### config.mk
export PLATFORM = sky130hd
export DESIGN_NAME = art_cell
export DESIGN_NICKNAME = d
export VERILOG_FILES = /design/src/rtl/art_pkg.sv /design/src/rtl/art_cell.sv
export SDC_FILE = /design/constraint.sdc
export NUM_CORES = 1
export LEC_CHECK = 0
export ABC_AREA = 1
export BUFFER_PORTS_ARGS = -buffer_cell sky130_fd_sc_hd__buf_2
export CAP_MARGIN = 20
export CORE_AREA = 4 4 298 300
export CTS_BUF_LIST = sky130_fd_sc_hd__clkbuf_4
export DETAILED_ROUTE_END_ITERATION = 10
export DIE_AREA = 0 0 302 304
export SETUP_SLACK_MARGIN = 0.3
export SYNTH_ARGS = -nofsm -noshare
export SYNTH_HDL_FRONTEND = slang
export SYNTH_SLANG_ARGS = --single-unit
export TNS_END_PERCENT = 100
### constraint.sdc
create_clock -name clk -period 1.9 [get_ports clk]
set_input_delay 0.285 -clock clk [delete_from_list [all_inputs] [get_ports clk]]
set_output_delay 0.285 -clock clk [all_outputs]
set_load 0.005 [all_outputs]
### src/rtl/art_pkg.sv
// ----------------------------------------------------------------------------
// art_pkg
// Shared types and constants for the address region table.
// ----------------------------------------------------------------------------
package art_pkg;

  localparam int ADDR_W          = 64;
  localparam int FLAG_W          = 32;
  localparam int STATUS_W        = 2;
  localparam int MAX_REGIONS_DEF = 16;

  typedef enum logic {
    OP_ADD  = 1'b0,
    OP_FIND = 1'b1
  } op_t;

  typedef enum logic [STATUS_W-1:0] {
    STATUS_OK        = 2'd0,
    STATUS_BAD_RANGE = 2'd1,
    STATUS_FULL      = 2'd2
  } status_t;

  typedef struct packed {
    logic [ADDR_W-1:0] start;
    logic [ADDR_W-1:0] stop;
    logic [FLAG_W-1:0] flags;
  } region_t;

  typedef struct packed {
    logic              active;
    logic              found;
    logic [ADDR_W-1:0] addr;
    region_t           region;
  } search_t;

endpackage

### src/rtl/art_cell.sv
// ----------------------------------------------------------------------------
// art_cell
// One table entry: holds a region, shifts it on add, checks a passing probe.
// ----------------------------------------------------------------------------
module art_cell (
  input  logic              clk,
  input  logic              rst,
  input  logic              shift_en,
  input  logic              valid,
  input  art_pkg::region_t  region_in,
  output art_pkg::region_t  region_out,
  input  art_pkg::search_t  srch_in,
  output art_pkg::search_t  srch_out
);

  art_pkg::region_t region;
  art_pkg::search_t srch;
  art_pkg::search_t srch_next;
  logic             match;

  always_ff @(posedge clk) begin
    if (shift_en) begin
      region <= region_in;
    end
  end

  assign match = valid && !srch_in.found &&
                 (srch_in.addr >= region.start) && (srch_in.addr < region.stop);

  always_comb begin
    srch_next = srch_in;
    if (match) begin
      srch_next.found  = 1'b1;
      srch_next.region = region;
    end
  end

  always_ff @(posedge clk) begin
    if (rst) begin
      srch.active <= 1'b0;
    end else begin
      srch.active <= srch_in.active;
    end
    srch.found  <= srch_next.found;
    srch.addr   <= srch_next.addr;
    srch.region <= srch_next.region;
  end

  assign region_out = region;
  assign srch_out   = srch;

endmodule

==> summary.md <==
| Metric | Value |
|---|---|
| Gr usage total | `0.188` |
| CTS tree | `yes` |
| WL final | `96.6 mm` |
| Place WS | `-1.31 ns` |
| Fill count | `7931` |
| Slew Limit Fails | `0` |
| Initial DRC count | `1418` |
| Worst Max-Slew Pin Slew | `0.465 ns` |
| Slew margin rel. | `0.687` |
| Cells after Synth | `around 1500` |
| Die footprint | `0.0918 sq mm` |
| Clock share of power | `0.351` |
| Outcome | `finished, violations left` |
| Row Count | `108` |
| Final instance area | `0.0333 sq mm` |
| Clock Skew | `0.0937 ns` |
| Clock sink count | `386` |
| Vias in the first global route | `21036` |
| Main combinational cell family by area after synthesis | `simple AND/OR/NAND/NOR gates` |
| Leading area contributor after synthesis | `edfxtp_1` |
| Yosys synthesis warning count | `0` |
| Synth Area in Compound Gates | `0.0275` |
| Dpl cell area | `0.0222 sq mm` |
| First-pass GRT wire length | `130 mm` |
| Psw | `0.00723 W` |
| Routed len/inst | `21.1 microns` |
| Failing checks | `setup timing` |
| Count leader, synth | `nand2_1` |
| Fraction of power consumed by sequential logic | `0.399` |
| Core Area | `0.0862 sq mm` |
| Number of synthesized flops with an enable pin | `160` |
| Placer Congestion | `0.944` |
| Post-Synth Adder-Cell Area | `0.105` |
| Final min period | `2.77 ns` |
| Register area | `0.00938 sq mm` |
| Max clock buf depth | `3` |
| Synth top area share | `0.317` |
| Clk Latency, worst-skew pair | `0.93 ns` |
| CP Capture Type | `flop` |
| Min-Delay Path Class | `in2reg` |
| Int Power | `0.0172 W` |
| Die extent in x | `302 microns` |
| Reg clk slew, reported paths | `0.08 ns` |
| Syn-to-layout area delta | `120%` |
| Crit-path max FO | `7` |
| Gate power share | `0.249` |
| Fin worst setup slack | `-0.868 ns` |
| Top area cells in the synthesized netlist | `edfxtp_1 32%, dfxtp_1 30%, nand2_1 11%` |
| Synth Area in XOR/XNOR | `0` |
| Crit path kind | `reg2reg` |
| Pin count of the biggest net entering global routing | `68` |
| Hold Fails Final Rpt | `0` |
| #FFs+latches synth | `386` |
| Pwr Density | `732 mW/mm^2` |
| Layout cell share with drive strength beyond 1 | `0.413` |
| Initial Util | `0.176` |
| Drt first pass iters | `5` |
| Via density | `4.37` |
| Critical path data required time | `2.65 ns` |
| VDD IR max | `0.000706 V` |
| Simple-Gate Fraction of Synth Area | `0.195` |
| MaxCap Viol Count | `0` |
| Main synth FF type | `dfxtp_1` |
| Setup_tns | `-130.25 ns` |
| Total CTS buffers | `106` |
| Period utilization | `1.46` |
| IO Pins | `776` |
| Fmax | `361 MHz` |
| Initial antenna violation count | `10` |
| Unrepaired setup endpoints after global routing | `true` |
| Footprint of the multi-input gates | `0.00550 sq mm` |
| Syn Nets | `1996` |
| Critical Path AT | `3.52 ns` |
| GR Overflow Total | `0` |
| Via count | `approximately 20000` |
| Register area share after synthesis | `0.615` |
| Top cells by count, synth | `432 x nand2_1, 226 x dfxtp_1, 171 x nand4_1` |
| Synth Cell Area | `0.0152 sq mm` |
| H-tree levels | `3` |
| Asr flop ratio synth | `0` |
| Fin Hold WS | `about 0.19 ns` |
| DRC Markers | `0` |
| Leak pwr | `~16 nW` |
| Post-synthesis mux area share | `0` |
| Detailed placement HPWL | `56.3 mm` |
| Netlist cell types | `28` |
| Die Span Y | `304 microns` |
| Syn avg cell area | `10.3 sq um` |
| Final nets | `approximately 3800` |
| Clock Tree Root | `clkbuf_4` |
| Sw Ratio | `0.297` |
| IO buf count | `775` |
| Final setup fails | `194` |
| CP startpoint kind | `flop` |
| Routed Antenna Nets | `0` |
metal layers:
| layer | global-route usage | wire length [microns] | up-vias |
|---|---|---|---|
| met4 | 0.115 | 5940 | 2 |
| met1 | 0.208 | 36200 | 9402 |
| li1 | - | - | 8796 |
| met5 | 0 | 12 | - |
| met3 | 0.0512 | 8040 | 369 |
| met2 | 0.321 | 46300 | 1406 |
through the flow:
stage	instances	utilization	power, W
CTS	4515	0.368	0.0236
finish	4576	0.387	0.0244
global placement	3565	0.257	0.0135
detailed placement	3565	0.257	0.0135
floorplan	1479	-	0.0110
global route	4572	0.387	0.0255
path summary, 6_finish.rpt:
check	startpoint	end	slack (ns)	depth (start not counted)
worst max-delay path	region_out[115]$_DFFE_PP_	srch_out[29]$_DFF_P_	-0.87	17
worst min-delay path	srch_in[43]	srch_out[43]$_DFF_P_	0.19	4
worst max register to register	region_out[115]$_DFFE_PP_	srch_out[29]$_DFF_P_	-0.87	17
worst min register to register	region_out[16]$_DFFE_PP_	srch_out[16]$_DFF_P_	0.54	2
placed cells by master (no fill, tap or decap), drive strengths merged, types with 11 or more instances in the layout:
cell,Yosys,routed
clkbuf,33,159
a21oi,54,54
o21ai,16,16
nand2,434,434
diode,0,11
clkinv,0,41
buf,35,1063
nor2,43,43
dfxtp,226,226
inv,156,157
ha,127,127
dlygate4sd3,0,726
edfxtp,160,160
nand4,171,171
logic make-up after synthesis:
family | after synthesis
compound gates | 79
fa+ha+maj | 127
buf+inv | 224
flops | 386
simple gates | 663
worst max-delay path, stage by stage, from the launching register on:
cell       delay (ns)
edfxtp_1         0.54
inv_1            0.09
ha_1             0.32
a21oi_1          0.14
o21ai_0          0.10
nand2_1          0.07
a21oi_1          0.06
nor2_1           0.12
buf_4            0.15
nand2_4          0.08
nand2_4          0.10
nand2_8          0.07
buf_4            0.16
buf_12           0.13
buf_16           0.15
clkbuf_16        0.16
nand4_1          0.07
nand2_1          0.09
flip-flops by register name (all words and copies together), names as in the netlist:
| signal | flops |
|---|---|
| srch_out | 226 |
| region_out | 160 |
power groups by stage:
stage / Combinational [W] / Clock [W] / Sequential (W)
after floorplan: 0.00113 / 0 / 0.00987
after global placement: 0.00368 / 0 / 0.00982
after detailed placement: 0.00371 / 0 / 0.00982
after CTS: 0.00537 / 0.00863 / 0.00964
after global routing: 0.00649 / 0.00919 / 0.00979
final: 0.00608 / 0.00857 / 0.00974
layout make-up:
type,instances,share of cell area
diodes,11,0.000826
clock buffers,150,0.0338
clock inverters,50,0.0111
inverters,156,0.0176
multi-input cells,869,0.165
flip-flops and latches,386,0.281
well taps,1155,0.0433
repair buffers,1799,0.447
repair_timing:
action | 4_1_cts | 5_1_grt
setup buffers | 13 | 41
gates cloned | 11 | 9
endpoints found under the hold margin | 546 | 0
pin swaps | 22 | 22
endpoints found under the setup margin | 547 | 547
hold buffers | 726 | 0
resized for setup | 88 | 298
No activity file was read; power rests on OpenSTA's default activity.
